[src/sv/assert_macros.svh]
// ----------------------------------------------------------------------------
// Assertion macros
// Concurrent assertion wrappers clocked on clk and disabled while rst_n is low.
// ----------------------------------------------------------------------------
`ifndef ASSERT_MACROS_SVH
`define ASSERT_MACROS_SVH
`ifndef ASSERT_OFF
// expression holds at every edge
`define ASSERT_ALWAYS(label, expr) \
    label: assert property (@(posedge clk) disable iff (!rst_n) (expr)) \
        else $error("assertion failed");
// antecedent implies consequent in the same cycle
`define ASSERT_IMPLIES(label, ante, cons) \
    label: assert property (@(posedge clk) disable iff (!rst_n) (ante) |-> (cons)) \
        else $error("assertion failed");
// antecedent implies consequent in the next cycle
`define ASSERT_NEXT(label, ante, cons) \
    label: assert property (@(posedge clk) disable iff (!rst_n) (ante) |=> (cons)) \
        else $error("assertion failed");
`else
`define ASSERT_ALWAYS(label, expr)
`define ASSERT_IMPLIES(label, ante, cons)
`define ASSERT_NEXT(label, ante, cons)
`endif
`endif

[src/sv/cht_pkg.sv]
`timescale 1ns / 1ps
// ----------------------------------------------------------------------------
// cht_pkg
// Shared widths, codes, controller states and control structs of the hash table.
// ----------------------------------------------------------------------------
package cht_pkg;

    // field widths
    localparam int KEY_W    = 31;
    localparam int VALUE_W  = 32;
    localparam int FUNC_W   = 2;
    localparam int STATUS_W = 3;
    localparam int CFG_W    = 5;

    // bucket count after reset
    localparam logic [CFG_W-1:0] CFG_RESET = 5'd10;

    // remainder unit: quotient bits resolved per cycle
    localparam int DIV_BITS_PER_CYCLE = 4;

    // operation codes
    localparam logic [FUNC_W-1:0] FN_INSERT = 2'd0;
    localparam logic [FUNC_W-1:0] FN_SEARCH = 2'd1;
    localparam logic [FUNC_W-1:0] FN_REMOVE = 2'd2;

    // result codes
    localparam logic [STATUS_W-1:0] ST_INSERTED  = 3'd0;
    localparam logic [STATUS_W-1:0] ST_FOUND     = 3'd1;
    localparam logic [STATUS_W-1:0] ST_NOT_FOUND = 3'd2;
    localparam logic [STATUS_W-1:0] ST_REMOVED   = 3'd3;
    localparam logic [STATUS_W-1:0] ST_FULL      = 3'd4;

    typedef enum logic [2:0] {
        S_IDLE,
        S_DIV,
        S_HEAD,
        S_ALLOC,
        S_WALK,
        S_CMP,
        S_RELEASE
    } state_t;

    // controller to datapath
    typedef struct packed {
        logic latch;        // capture item, start remainder
        logic load_walk;    // cur = bucket head, prev = empty
        logic rd_cur;       // read node memories at cur
        logic rd_free;      // read link at free list head
        logic alloc_free;   // insert using the free list head node
        logic alloc_fresh;  // insert using the next unused node
        logic advance;      // step along the chain
        logic unlink_prev;  // bypass the matched node
        logic release_node; // push matched node onto the free list
    } cmd_t;

    // datapath to controller
    typedef struct packed {
        logic              div_done;
        logic              free_avail;
        logic              fresh_avail;
        logic              cur_end;
        logic              match;
        logic [FUNC_W-1:0] func;
    } sts_t;

endpackage

[src/sv/cht_ctrl.sv]
`timescale 1ns / 1ps
`include "assert_macros.svh"
// ----------------------------------------------------------------------------
// cht_ctrl
// Operation sequencer: remainder wait, insert, chain walk, unlink, result strobe.
// ----------------------------------------------------------------------------
module cht_ctrl (
    input  logic                          clk,
    input  logic                          rst_n,
    input  logic                          start,
    input  cht_pkg::sts_t                 sts,
    output cht_pkg::cmd_t                 cmd,
    output logic                          busy,
    output logic                          done,
    output logic [cht_pkg::STATUS_W-1:0]  status
);
    import cht_pkg::*;

    state_t              state_reg;
    state_t              state_next;
    logic                done_reg;
    logic [STATUS_W-1:0] status_reg;
    logic                post;
    logic [STATUS_W-1:0] post_code;
    logic [3:0]          pool_wr;

    // state register and result register
    always_ff @(posedge clk or negedge rst_n)
    begin
        if (!rst_n)
        begin
            state_reg  <= S_IDLE;
            done_reg   <= 1'b0;
            status_reg <= ST_NOT_FOUND;
        end
        else
        begin
            state_reg <= state_next;
            done_reg  <= post;
            if (post)
            begin
                status_reg <= post_code;
            end
        end
    end

    // next state and commands
    always_comb
    begin
        state_next = state_reg;
        cmd        = '0;
        post       = 1'b0;
        post_code  = ST_NOT_FOUND;
        case (state_reg)
            S_IDLE:
            begin
                if (start)
                begin
                    cmd.latch  = 1'b1;
                    state_next = S_DIV;
                end
            end
            S_DIV:
            begin
                if (sts.div_done)
                begin
                    state_next = S_HEAD;
                end
            end
            S_HEAD:
            begin
                case (sts.func)
                    FN_INSERT:
                    begin
                        if (sts.free_avail)
                        begin
                            cmd.rd_free = 1'b1;
                            state_next  = S_ALLOC;
                        end
                        else if (sts.fresh_avail)
                        begin
                            cmd.alloc_fresh = 1'b1;
                            post            = 1'b1;
                            post_code       = ST_INSERTED;
                            state_next      = S_IDLE;
                        end
                        else
                        begin
                            post       = 1'b1;
                            post_code  = ST_FULL;
                            state_next = S_IDLE;
                        end
                    end
                    FN_SEARCH, FN_REMOVE:
                    begin
                        cmd.load_walk = 1'b1;
                        state_next    = S_WALK;
                    end
                    default:
                    begin
                        post       = 1'b1;
                        post_code  = ST_NOT_FOUND;
                        state_next = S_IDLE;
                    end
                endcase
            end
            S_ALLOC:
            begin
                cmd.alloc_free = 1'b1;
                post           = 1'b1;
                post_code      = ST_INSERTED;
                state_next     = S_IDLE;
            end
            S_WALK:
            begin
                if (sts.cur_end)
                begin
                    post       = 1'b1;
                    post_code  = ST_NOT_FOUND;
                    state_next = S_IDLE;
                end
                else
                begin
                    cmd.rd_cur = 1'b1;
                    state_next = S_CMP;
                end
            end
            S_CMP:
            begin
                if (!sts.match)
                begin
                    cmd.advance = 1'b1;
                    state_next  = S_WALK;
                end
                else if (sts.func == FN_SEARCH)
                begin
                    post       = 1'b1;
                    post_code  = ST_FOUND;
                    state_next = S_IDLE;
                end
                else
                begin
                    cmd.unlink_prev = 1'b1;
                    state_next      = S_RELEASE;
                end
            end
            S_RELEASE:
            begin
                cmd.release_node = 1'b1;
                post             = 1'b1;
                post_code        = ST_REMOVED;
                state_next       = S_IDLE;
            end
            default:
            begin
                state_next = S_IDLE;
            end
        endcase
    end

    assign busy    = (state_reg != S_IDLE);
    assign done    = done_reg;
    assign status  = status_reg;
    assign pool_wr = {cmd.alloc_free, cmd.alloc_fresh, cmd.unlink_prev, cmd.release_node};

    // checks
    `ASSERT_NEXT(a_start_enters_div, start && !busy, state_reg == S_DIV)
    `ASSERT_IMPLIES(a_done_follows_work, done_reg, $past(state_reg) != S_IDLE)
    `ASSERT_ALWAYS(a_one_pool_write, $onehot0(pool_wr))

endmodule

[config.mk]
export PLATFORM = sky130hd
export DESIGN_NAME = cht_ctrl
export DESIGN_NICKNAME = d
export VERILOG_FILES = /design/src/sv/cht_pkg.sv /design/src/sv/cht_ctrl.sv
export VERILOG_INCLUDE_DIRS = /design/src /design/src/sv
export SDC_FILE = /design/constraint.sdc
export NUM_CORES = 1
export LEC_CHECK = 0
export ABC_AREA = 1
export BUFFER_PORTS_ARGS = -buffer_cell sky130_fd_sc_hd__buf_2
export CORE_MARGIN = 1.5
export CORE_UTILIZATION = 39
export DETAILED_ROUTE_END_ITERATION = 16
export PLACE_DENSITY = 0.71
export SETUP_SLACK_MARGIN = 0.1
export SLEW_MARGIN = 25
export SYNTH_ARGS = -nofsm -noshare
export SYNTH_HDL_FRONTEND = slang
export SYNTH_SLANG_ARGS = --single-unit
[constraint.sdc]
create_clock -name clk -period 1.2 [get_ports clk]
set_clock_uncertainty 0.05 [all_clocks]
set_input_delay 0.12 -clock clk [delete_from_list [all_inputs] [get_ports clk]]
set_output_delay 0.12 -clock clk [all_outputs]
set_load 0.02 [all_outputs]
==> out/results.txt, run 1 <==
Syn Inst Count: 79
worst path required time: 1.03 ns
#FFs+latches synth: 7
cts bufs inserted: 3
cell-by-cell trace of the critical path: inv_2 > nand2_4 > nor2_4 > inv_2 > nor3_4 > buf_6
number of synthesized flops with an enable pin: 0
HP Class: primary input to flop
DR WL/cell: 11.8 um
xor-xnor portion of the synthesized cell area: 0%
Synth Area in Simple Gates: 44.5%
main combinational cell family by area after synthesis: simple AND/OR/NAND/NOR gates
share of cells above drive strength 1: 62.6%
Hold Worst Slack: 0.150 ns
height of the die: 39.6 um
clk sinks: 7
Synth top cells by count: inv_1, nand2_1, nand3_1
final net count: 136
top-level I/O count: 24
post-layout util: 79.2%
compound-cell area share of the yosys netlist: 1.91%
DIE WIDTH: 39.6 um
RSZ-0062 raised after global routing: yes
ANT nets after route: 0
clock buffer depth: 2
PD cells: 2130 mW/mm^2
Die ar.: 0.00157 mm^2
fmax: 0.693 GHz
failing checks: setup timing
n_diodes: 0
Worst R2R Path Depth: 9
Remaining Overflow, GRT: 0
Syn. warnings: 0
via count: 649
largest area contributor in the netlist: dfrtp_1
Setup crit end kind: output port
Most used DFF post-synth: dfrtp_1
ys async rst share: 100%
synth top area cells: dfrtp_1, inv_1, nand2_1
status: finished, violations left
Seq/Total Area, Yosys: 33.7%
Max IR drop VDD: 1.42 mV
leak pwr: 0.571 nW
drt total wl: 1.62 mm
drc violations: 0
Clock transition at path regs: 0.06 ns
pre-CTS setup slack: -0.0255 ns
R2R setup slack: -0.19 ns
synthesized cell area: 523 um^2
post-synthesis mux area share: 0%
Skew-Pair Late Insertion Delay: 0.25 ns
Fin. Hold Viols: 0
Worst Max-Slew Pin Slew: 0.192 ns
I/O Buffers: 23
Startpoint Class: flop
initial antenna violation count: 0
post-synth top area share: 28.7%
Synth Area in Adders: 4.78%
total design power: 2.14 mW
Root Driver: clkbuf_4
gr usage total: 23.4%
WP data arrival: 1.27 ns
min Tclk post-route: 1.44 ns
Worst Setup Path Type: flop to output port
CP Capture Point: cmd[3]
most common cell in the netlist: inv_1
initial core utilization: 41.2%
syn_nets: 91
initial drt markers: 17
largest net degree at the start of global routing: 8
vias per inst: 4.70
clock tree from TritonCTS: yes
first-pass GRT wire length: 2.40 mm
final worst setup slack: -0.242 ns
setup violators final: 17
Slew Viols, Final: 0
Worst Path Max Fanout: 4
Placer Congestion: 0.753
row count: 13
period utilisation layout: 120%
Cell variety after synth: 17
Worst R2R Start: state_reg[2]
DRT Pass-1 Iters: 4
Max-cap violations: 0
normalized max-slew margin: 87.2%
hpwl dp: 1.09 mm
crit path from: state_reg[2]
htree depth: 1
Reg-to-Reg End: status[1]
area delta synth->final: 92.1%
Largest stage delay, worst path: 0.42 ns
CP max stage cell: dfrtp_2
CORE AREA: 0.00127 mm^2
most frequent CP cell: inv_2
vias in the first global route: 578
Mean Syn Cell Area: 6.62 um^2
-- through the flow --
| step | instances | area, um^2 | TNS (ns) |
|---|---|---|---|
| 2_1_floorplan | 79 | 594 | -0.0195 |
| 3_3_place_gp | 123 | 773 | 0 |
| 3_5_place_dp | 123 | 773 | -0.0722 |
| 4_1_cts | 135 | 962 | -2.67 |
| 5_1_grt | 138 | 1000 | -3.90 |
| 6_report | 138 | 1000 | -2.90 |
-- cells by family (layout without fill, tap and decap cells) --
kind of cell             Yosys count  count (layout)
adder cells (fa/ha/maj)            2               2
flip-flops                         7               7
buffers and inverters             21              65
AO/OA/AOI/OAI                      2               2
AND/OR/NAND/NOR                   47              47
-- cell type report --
class                      instances  area [um^2]
inverter                          21         78.8
clock buffer                       4         26.3
multi-input combinational         51          392
timing repair buffer              40          309
sequential                         7          180
tap                               15         18.8
fill                              88          264
-- critical path, delay by kind of cell, from the launching register on --
kind                   cells  cell delay [ns]
buffers and inverters      3             0.29
DFF                        1             0.42
and+or+nand+nor            3             0.30
-- cell usage in the layout, fill, tap and decap left out --
cell type      instances
nor2_1                 4
nor2_2                 3
inv_2                  7
nand2_4                1
dfstp_2                1
nor3_2                 1
dfrtp_1                3
clkbuf_4               3
nand3_2                4
clkbuf_1               1
nand3_4                3
dfrtp_2                3
nand3_1                4
nand2_1               15
nand2_2                3
buf_6                 11
a21oi_2                1
ha_1                   2
nor2_4                 4
buf_2                 14
nand4_1                2
buf_4                 14
nor3_4                 3
inv_1                 14
o21ai_2                1
dlygate4sd3_1          1
-- where the power goes --
part,leakage [nW],internal (mW),switching [mW]
clock,0.0150,0.127,0.0924
combinational,0.470,0.649,0.789
sequential,0.0859,0.357,0.127
-- worst min-delay path by stage --
| stage | cells past startpoint | from | end | slack, ns |
|---|---|---|---|---|
| floorplan | 0 | rst_n | done | -0.23 |
| global placement | 1 | rst_n | done | -0.09 |
| detailed placement | 1 | rst_n | status[2] | -0.08 |
| CTS | 3 | start | state_reg[1] | 0.11 |
| global route | 4 | sts[5] | status[2] | 0.16 |
| finish | 4 | sts[5] | status[2] | 0.15 |
-- routing by layer --
metal	share of wire, %	vias to the layer above	global-route usage, %
li1	-	329	-
met1	42	302	27.3
met2	54	16	42.6
met3	2.6	2	3.41
met4	0.92	0	7.76
met5	0	-	0
-- timing repair --
action | CTS | global route
setup endpoints to repair | 18 | 18
hold buffers | 1 | 0
resized for setup | 30 | 5
hold endpoints to repair | 7 | 0
pin swaps | 7 | 12
buffers inserted | 7 | 4
No activity file was read; power rests on OpenSTA's default activity.
==> inputs of run 2 (changes only) <==
--- a/config.mk
+++ b/config.mk
@@ -8,10 +8,11 @@
 export LEC_CHECK = 0
 export ABC_AREA = 1
 export BUFFER_PORTS_ARGS = -buffer_cell sky130_fd_sc_hd__buf_2
-export CORE_MARGIN = 1.5
-export CORE_UTILIZATION = 39
+export CORE_AREA = 2 2 39 41
 export DETAILED_ROUTE_END_ITERATION = 16
-export PLACE_DENSITY = 0.71
+export DIE_AREA = 0 0 41 43
+export MAX_ROUTING_LAYER = met4
+export PLACE_DENSITY = 0.69
 export SETUP_SLACK_MARGIN = 0.1
 export SLEW_MARGIN = 25
 export SYNTH_ARGS = -nofsm -noshare
==> constraint.sdc (replaced) <==
create_clock -name clk -period 1.5 [get_ports clk]
set_clock_uncertainty 0.05 [all_clocks]
set_input_delay 0.15 -clock clk [delete_from_list [all_inputs] [get_ports clk]]
set_output_delay 0.15 -clock clk [all_outputs]
set_load 0.02 [all_outputs]
==> run 2 against run 1 <==
Against the previous run: the run still ends with setup timing left; register-to-register slack improved by 0.24 ns; worst setup slack improved by 0.15 ns; die area rose by 12%; cell area fell by 11%; hold slack got worse by 0.038 ns; non-clock buffer count fell by 7; combinational power fell by 32%; routed wire length fell by 4.8%; via count fell by 1.2%; critical path depth fell by 2; sequential cell count did not move; power fell by 28%; largest cell class unchanged.
==> out/results.txt, run 2 (synthesis results as in run 1) <==
status: finished, violations left (unchanged)
failing checks: setup timing (unchanged)
fmax: 0.628 GHz
leak pwr: 0.518 nW (was 0.571 nW)
final net count: 129 (was 136)
setup_tns: -0.101 ns (was -2.90 ns)
height of the die: 43 um (was 39.6 um)
NetSw: 0.752 mW (was 1.01 mW)
min Tclk post-route: 1.59 ns
Fin. Hold Viols: 0 (unchanged)
clk sinks: 7 (unchanged)
row count: 14 (was 13)
normalized max-slew margin: 82.0% (was 87.2%)
switching part of the total: 48.7% (was 47.1%)
WP data arrival: 1.39 ns (was 1.27 ns)
Clock transition at path regs: 0.05 ns (was 0.06 ns)
first-pass GRT wire length: 2.13 mm (was 2.40 mm)
initial antenna violation count: 0 (unchanged)
gr usage total: 18.3% (was 23.4%)
vias in the first global route: 543 (was 578)
n_diodes: 0 (unchanged)
commonest cells after routing, fill and taps aside: nand2_1, buf_2, inv_1 (was nand2_1, inv_1, buf_2, buf_4, buf_6)
clock buffer depth: 2 (unchanged)
htree depth: 1 (unchanged)
top-level I/O count: 24 (unchanged)
Gate power share: 63.8% (was 67.1%)
Startpoint Class: flop (unchanged)
post-layout util: 64.6% (was 79.2%)
Placer Congestion: 0.742 (was 0.753)
Worst R2R Start: state_reg[1] (was state_reg[2])
DIE WIDTH: 41 um (was 39.6 um)
R2R setup slack: 0.05 ns (was -0.19 ns)
period utilisation layout: 106%
Worst Max-Slew Pin Slew: 0.268 ns (was 0.192 ns)
Reg-to-Reg End: status[1] (unchanged)
area delta synth->final: 70.8% (was 92.1%)
Worst Setup Path Type: flop to output port (unchanged)
Die ar.: 0.00176 mm^2 (was 0.00157 mm^2)
worst path required time: 1.30 ns (was 1.03 ns)
Max IR drop VDD: 0.910 mV (was 1.42 mV)
drt total wl: 1.54 mm (was 1.62 mm)
largest net degree at the start of global routing: 8 (unchanged)
Finished Layout Cells: 132 (was 138)
Slew Viols, Final: 0 (unchanged)
Root Driver: clkbuf_4 (unchanged)
I/O Buffers: 23 (unchanged)
setup violators final: 2 (was 17)
final worst setup slack: -0.0914 ns (was -0.242 ns)
Remaining Overflow, GRT: 0 (unchanged)
PD cells: 1730 mW/mm^2 (was 2130 mW/mm^2)
total design power: 1.54 mW (was 2.14 mW)
Worst R2R Path Depth: 9 (unchanged)
share of cells above drive strength 1: 51.7% (was 62.6%)
initial drt markers: 11 (was 17)
DRT Pass-1 Iters: 4 (unchanged)
min-delay src: sts[6] (was sts[5])
Hold Crit Depth: 4 (unchanged)
internal power: 0.792 mW (was 1.13 mW)
Max-cap violations: 0 (unchanged)
Placed Instances: 118 (was 123)
HP Class: primary input to flop (unchanged)
WHS Endpoint: state_reg[0] (was status[2])
RSZ-0062 raised after global routing: yes (unchanged)
hpwl dp: 963 um (was 1.09 mm)
via count: 641 (was 649)
Clk pwr share: 11.5% (was 10.3%)
initial core utilization: 37.8% (was 41.2%)
ANT nets after route: 0 (unchanged)
vias per inst: 4.86 (was 4.70)
Worst Path Max Fanout: 5 (was 4)
drc violations: 0 (unchanged)
clock tree from TritonCTS: yes (unchanged)
CORE AREA: 0.00138 mm^2 (was 0.00127 mm^2)
DR WL/cell: 11.7 um (was 11.8 um)
Skew-Pair Late Insertion Delay: 0.25 ns (about the same)
Setup crit end kind: output port (unchanged)
cts bufs inserted: 3 (unchanged)
Reg power frac: 24.6% (was 22.6%)
## run 2: worst max-delay path by stage
stage,start,to,slack (ns),cells after the start
6_report,state_reg[0],cmd[6],-0.09,4
5_1_grt,state_reg[0],cmd[6],-0.17,4
4_1_cts,state_reg[2],cmd[3],0.02,6
3_5_place_dp,state_reg[2],cmd[7],0.16,6
3_3_place_gp,state_reg[2],cmd[7],0.18,6
2_1_floorplan,state_reg[2],state_reg[2],0.16,7
## run 2: area by class of cell
cell class / count / area, um^2
clock buffer: 4 / 26.3
tap: 16 / 20.0
fill: 117 / 490
multi-input combinational: 51 / 353
sequential: 7 / 180
inverter: 21 / 83.8
timing repair buffer: 33 / 230
## run 2: stage by stage
| stage | setup WS (ns) | cell area, um^2 | hold slack [ns] |
|---|---|---|---|
| after floorplan | 0.159 | 528 | -0.196 |
| after global placement | 0.179 | 663 | -0.0550 |
| after detailed placement | 0.156 | 663 | -0.0558 |
| after CTS | 0.0168 | 810 | 0.0918 |
| after global routing | -0.172 | 893 | 0.138 |
| final | -0.0914 | 893 | 0.112 |
## run 2: routing by layer
| metal | routed length, um | global-route usage [%] |
|---|---|---|
| met1 | 617 | 21.6 |
| met3 | 73 | 4.71 |
| met5 | 0 | - |
| met2 | 814 | 28.1 |
| met4 | 40 | 8.00 |
## run 2: power by group through the flow
stage               Sequential, mW  Clock [mW]  Combinational (mW)
floorplan                    0.402           0               0.420
global placement             0.354           0               0.632
detailed placement           0.358           0               0.639
CTS                          0.359       0.177               0.791
global route                 0.390       0.188                1.07
finish                       0.380       0.178               0.986
## run 2: what timing repair did
item                                    in CTS  in global routing
setup buffers                                8                  1
endpoints found under the setup margin       8                 12
hold buffers                                 1                  0
gates resized for setup                     19                 18
pin swaps                                    2                  3
endpoints found under the hold margin        7                  0
## run 2: worst max-delay path, cell delays in order, from the launching register on
cell	delay, ns
dfrtp_2	0.48
nor3_1	0.28
nand2_1	0.15
inv_1	0.07
buf_2	0.15
==> inputs of run 3 (changes only) <==
--- a/config.mk
+++ b/config.mk
@@ -11,7 +11,6 @@
 export CORE_AREA = 2 2 39 41
 export DETAILED_ROUTE_END_ITERATION = 16
 export DIE_AREA = 0 0 41 43
-export MAX_ROUTING_LAYER = met4
 export PLACE_DENSITY = 0.69
 export SETUP_SLACK_MARGIN = 0.1
 export SLEW_MARGIN = 25
==> run 3 against run 2 <==
Against the previous run: the flow still finishes with violations (setup timing); routed wire length down 0.32%; global-route usage shrank 0.44 points; cell count stayed put; utilization stayed put; sequential share of layout area unchanged; first-iteration DRC count unchanged; combinational power about the same; critical endpoint unchanged.
==> out/results.txt, run 3 (synthesis results as in run 1) <==
RSZ-0062 raised after global routing: yes (unchanged)
setup violators final: 2 (unchanged)
CORE AREA: 0.00138 mm^2 (unchanged)
Placed Instances: 118 (unchanged)
crit path from: state_reg[0] (unchanged)
switching part of the total: 48.7% (about the same)
clk sinks: 7 (unchanged)
vias per inst: 4.87 (was 4.86)
Max-cap violations: 0 (unchanged)
final net count: 129 (unchanged)
n_diodes: 0 (unchanged)
vias in the first global route: 542 (was 543)
R2R setup slack: 0.05 ns (about the same)
DR WL/cell: 11.7 um (about the same)
gr usage total: 17.9% (was 18.3%)
clock buffer depth: 2 (unchanged)
Die ar.: 0.00176 mm^2 (unchanged)
cts bufs inserted: 3 (unchanged)
Gate power share: 63.8% (about the same)
Startpoint Class: flop (unchanged)
status: finished, violations left (unchanged)
Worst R2R Start: state_reg[1] (unchanged)
drc violations: 0 (unchanged)
failing checks: setup timing (unchanged)
Reg-to-Reg End: status[1] (unchanged)
WP data arrival: 1.39 ns (about the same)
Setup crit end kind: output port (unchanged)
height of the die: 43 um (unchanged)
initial antenna violation count: 0 (unchanged)
Placer Congestion: 0.733 (was 0.742)
Slew Viols, Final: 0 (unchanged)
I/O Buffers: 23 (unchanged)
Max IR drop VDD: 0.910 mV (about the same)
drt total wl: 1.54 mm (about the same)
total design power: 1.54 mW (about the same)
first-pass GRT wire length: 2.13 mm (about the same)
initial core utilization: 37.8% (unchanged)
pre-CTS setup slack: 0.156 ns (unchanged)
largest net degree at the start of global routing: 8 (unchanged)
DIE WIDTH: 41 um (unchanged)
normalized max-slew margin: 82.0% (unchanged)
Worst Path Max Fanout: 5 (unchanged)
Largest stage delay, worst path: 0.48 ns (about the same)
DRT Pass-1 Iters: 4 (unchanged)
period utilisation layout: 106% (about the same)
Worst R2R Path Depth: 9 (unchanged)
WP buf/inv: 2 (unchanged)
Reg power frac: 24.6% (about the same)
share of cells above drive strength 1: 51.7% (unchanged)
internal power: 0.792 mW (about the same)
row count: 14 (unchanged)
Worst Max-Slew Pin Slew: 0.268 ns (unchanged)
min Tclk post-route: 1.59 ns (about the same)
crit-path leading delay family: flip-flops (unchanged)
Remaining Overflow, GRT: 0 (unchanged)
initial drt markers: 11 (unchanged)
hpwl dp: 963 um (unchanged)
Clk pwr share: 11.5% (about the same)
Fin. Hold Viols: 0 (unchanged)
cell-by-cell trace of the critical path: nor3_1 > nand2_1 > inv_1 > buf_2 (unchanged)
CP Capture Point: cmd[6] (unchanged)
fmax: 0.628 GHz (about the same)
leak pwr: 0.518 nW (unchanged)
ANT nets after route: 0 (unchanged)
clock tree from TritonCTS: yes (unchanged)
worst path required time: 1.30 ns (about the same)
Root Driver: clkbuf_4 (unchanged)
Finished Layout Cells: 132 (unchanged)
Skew-Pair Late Insertion Delay: 0.25 ns (about the same)
Worst Setup Path Type: flop to output port (unchanged)
htree depth: 1 (unchanged)
via count: 643 (was 641)
HP Class: primary input to flop (unchanged)
top-level I/O count: 24 (unchanged)
NetSw: 0.752 mW (about the same)
CP max stage cell: dfrtp_2 (unchanged)
Clock transition at path regs: 0.05 ns (about the same)
Worst path depth: 4 (unchanged)
PD cells: 1730 mW/mm^2 (about the same)
area delta synth->final: 70.8% (unchanged)
commonest cells after routing, fill and taps aside: nand2_1, buf_2, inv_1 (unchanged)
final worst setup slack: -0.0914 ns (about the same)
## run 3: worst min path at each step
stage,start,to,slack (ns),cells after the start
final,sts[6],state_reg[0],0.11,4
after global routing,sts[6],state_reg[0],0.14,4
after floorplan,rst_n,done,-0.20,0
after global placement,rst_n,state_reg[0],-0.05,1
after CTS,sts[6],state_reg[0],0.09,4
after detailed placement,rst_n,state_reg[0],-0.06,1
## run 3: power groups by stage
stage | clock (mW) | sequential [mW] | combinational, mW
final | 0.178 | 0.380 | 0.986
after detailed placement | 0 | 0.358 | 0.639
after floorplan | 0 | 0.402 | 0.420
after CTS | 0.177 | 0.359 | 0.791
after global placement | 0 | 0.354 | 0.632
after global routing | 0.188 | 0.390 | 1.07
## run 3: area by class of cell
| class | count | area [um^2] |
|---|---|---|
| inverter | 21 | 83.8 |
| sequential | 7 | 180 |
| multi-input combinational | 51 | 353 |
| tap | 16 | 20.0 |
| timing repair buffer | 33 | 230 |
| clock buffer | 4 | 26.3 |
| fill | 117 | 490 |
## run 3: through the flow
step                utilization (%)  hold WS [ns]  area [um^2]  setup TNS [ns]
finish                         64.6         0.112          893          -0.101
global route                   64.6         0.138          893          -0.368
CTS                            58.5        0.0918          810               0
detailed placement             47.9       -0.0558          663               0
global placement               47.9       -0.0550          663               0
floorplan                         -        -0.196          528               0
## run 3: timing repair
action | 4_1_cts | 5_1_grt
buffers inserted | 8 | 1
hold buffers | 1 | 0
pin swaps | 2 | 3
resized for setup | 19 | 18
hold endpoints to repair | 7 | 0
endpoints found under the setup margin | 8 | 12
## run 3: worst min-delay path, stage by stage
cell and delay, ns:
buf_2 0.08, inv_1 0.03, nand2_1 0.06, nand2_1 0.05
## run 3: per-layer routing
metal	share of wire [%]	up-vias	GRT usage (%)
met1	40	285	21.6
met2	52	27	28.1
li1	-	322	-
met3	4.6	9	4.71
met5	0	-	0
met4	3.1	0	8.00
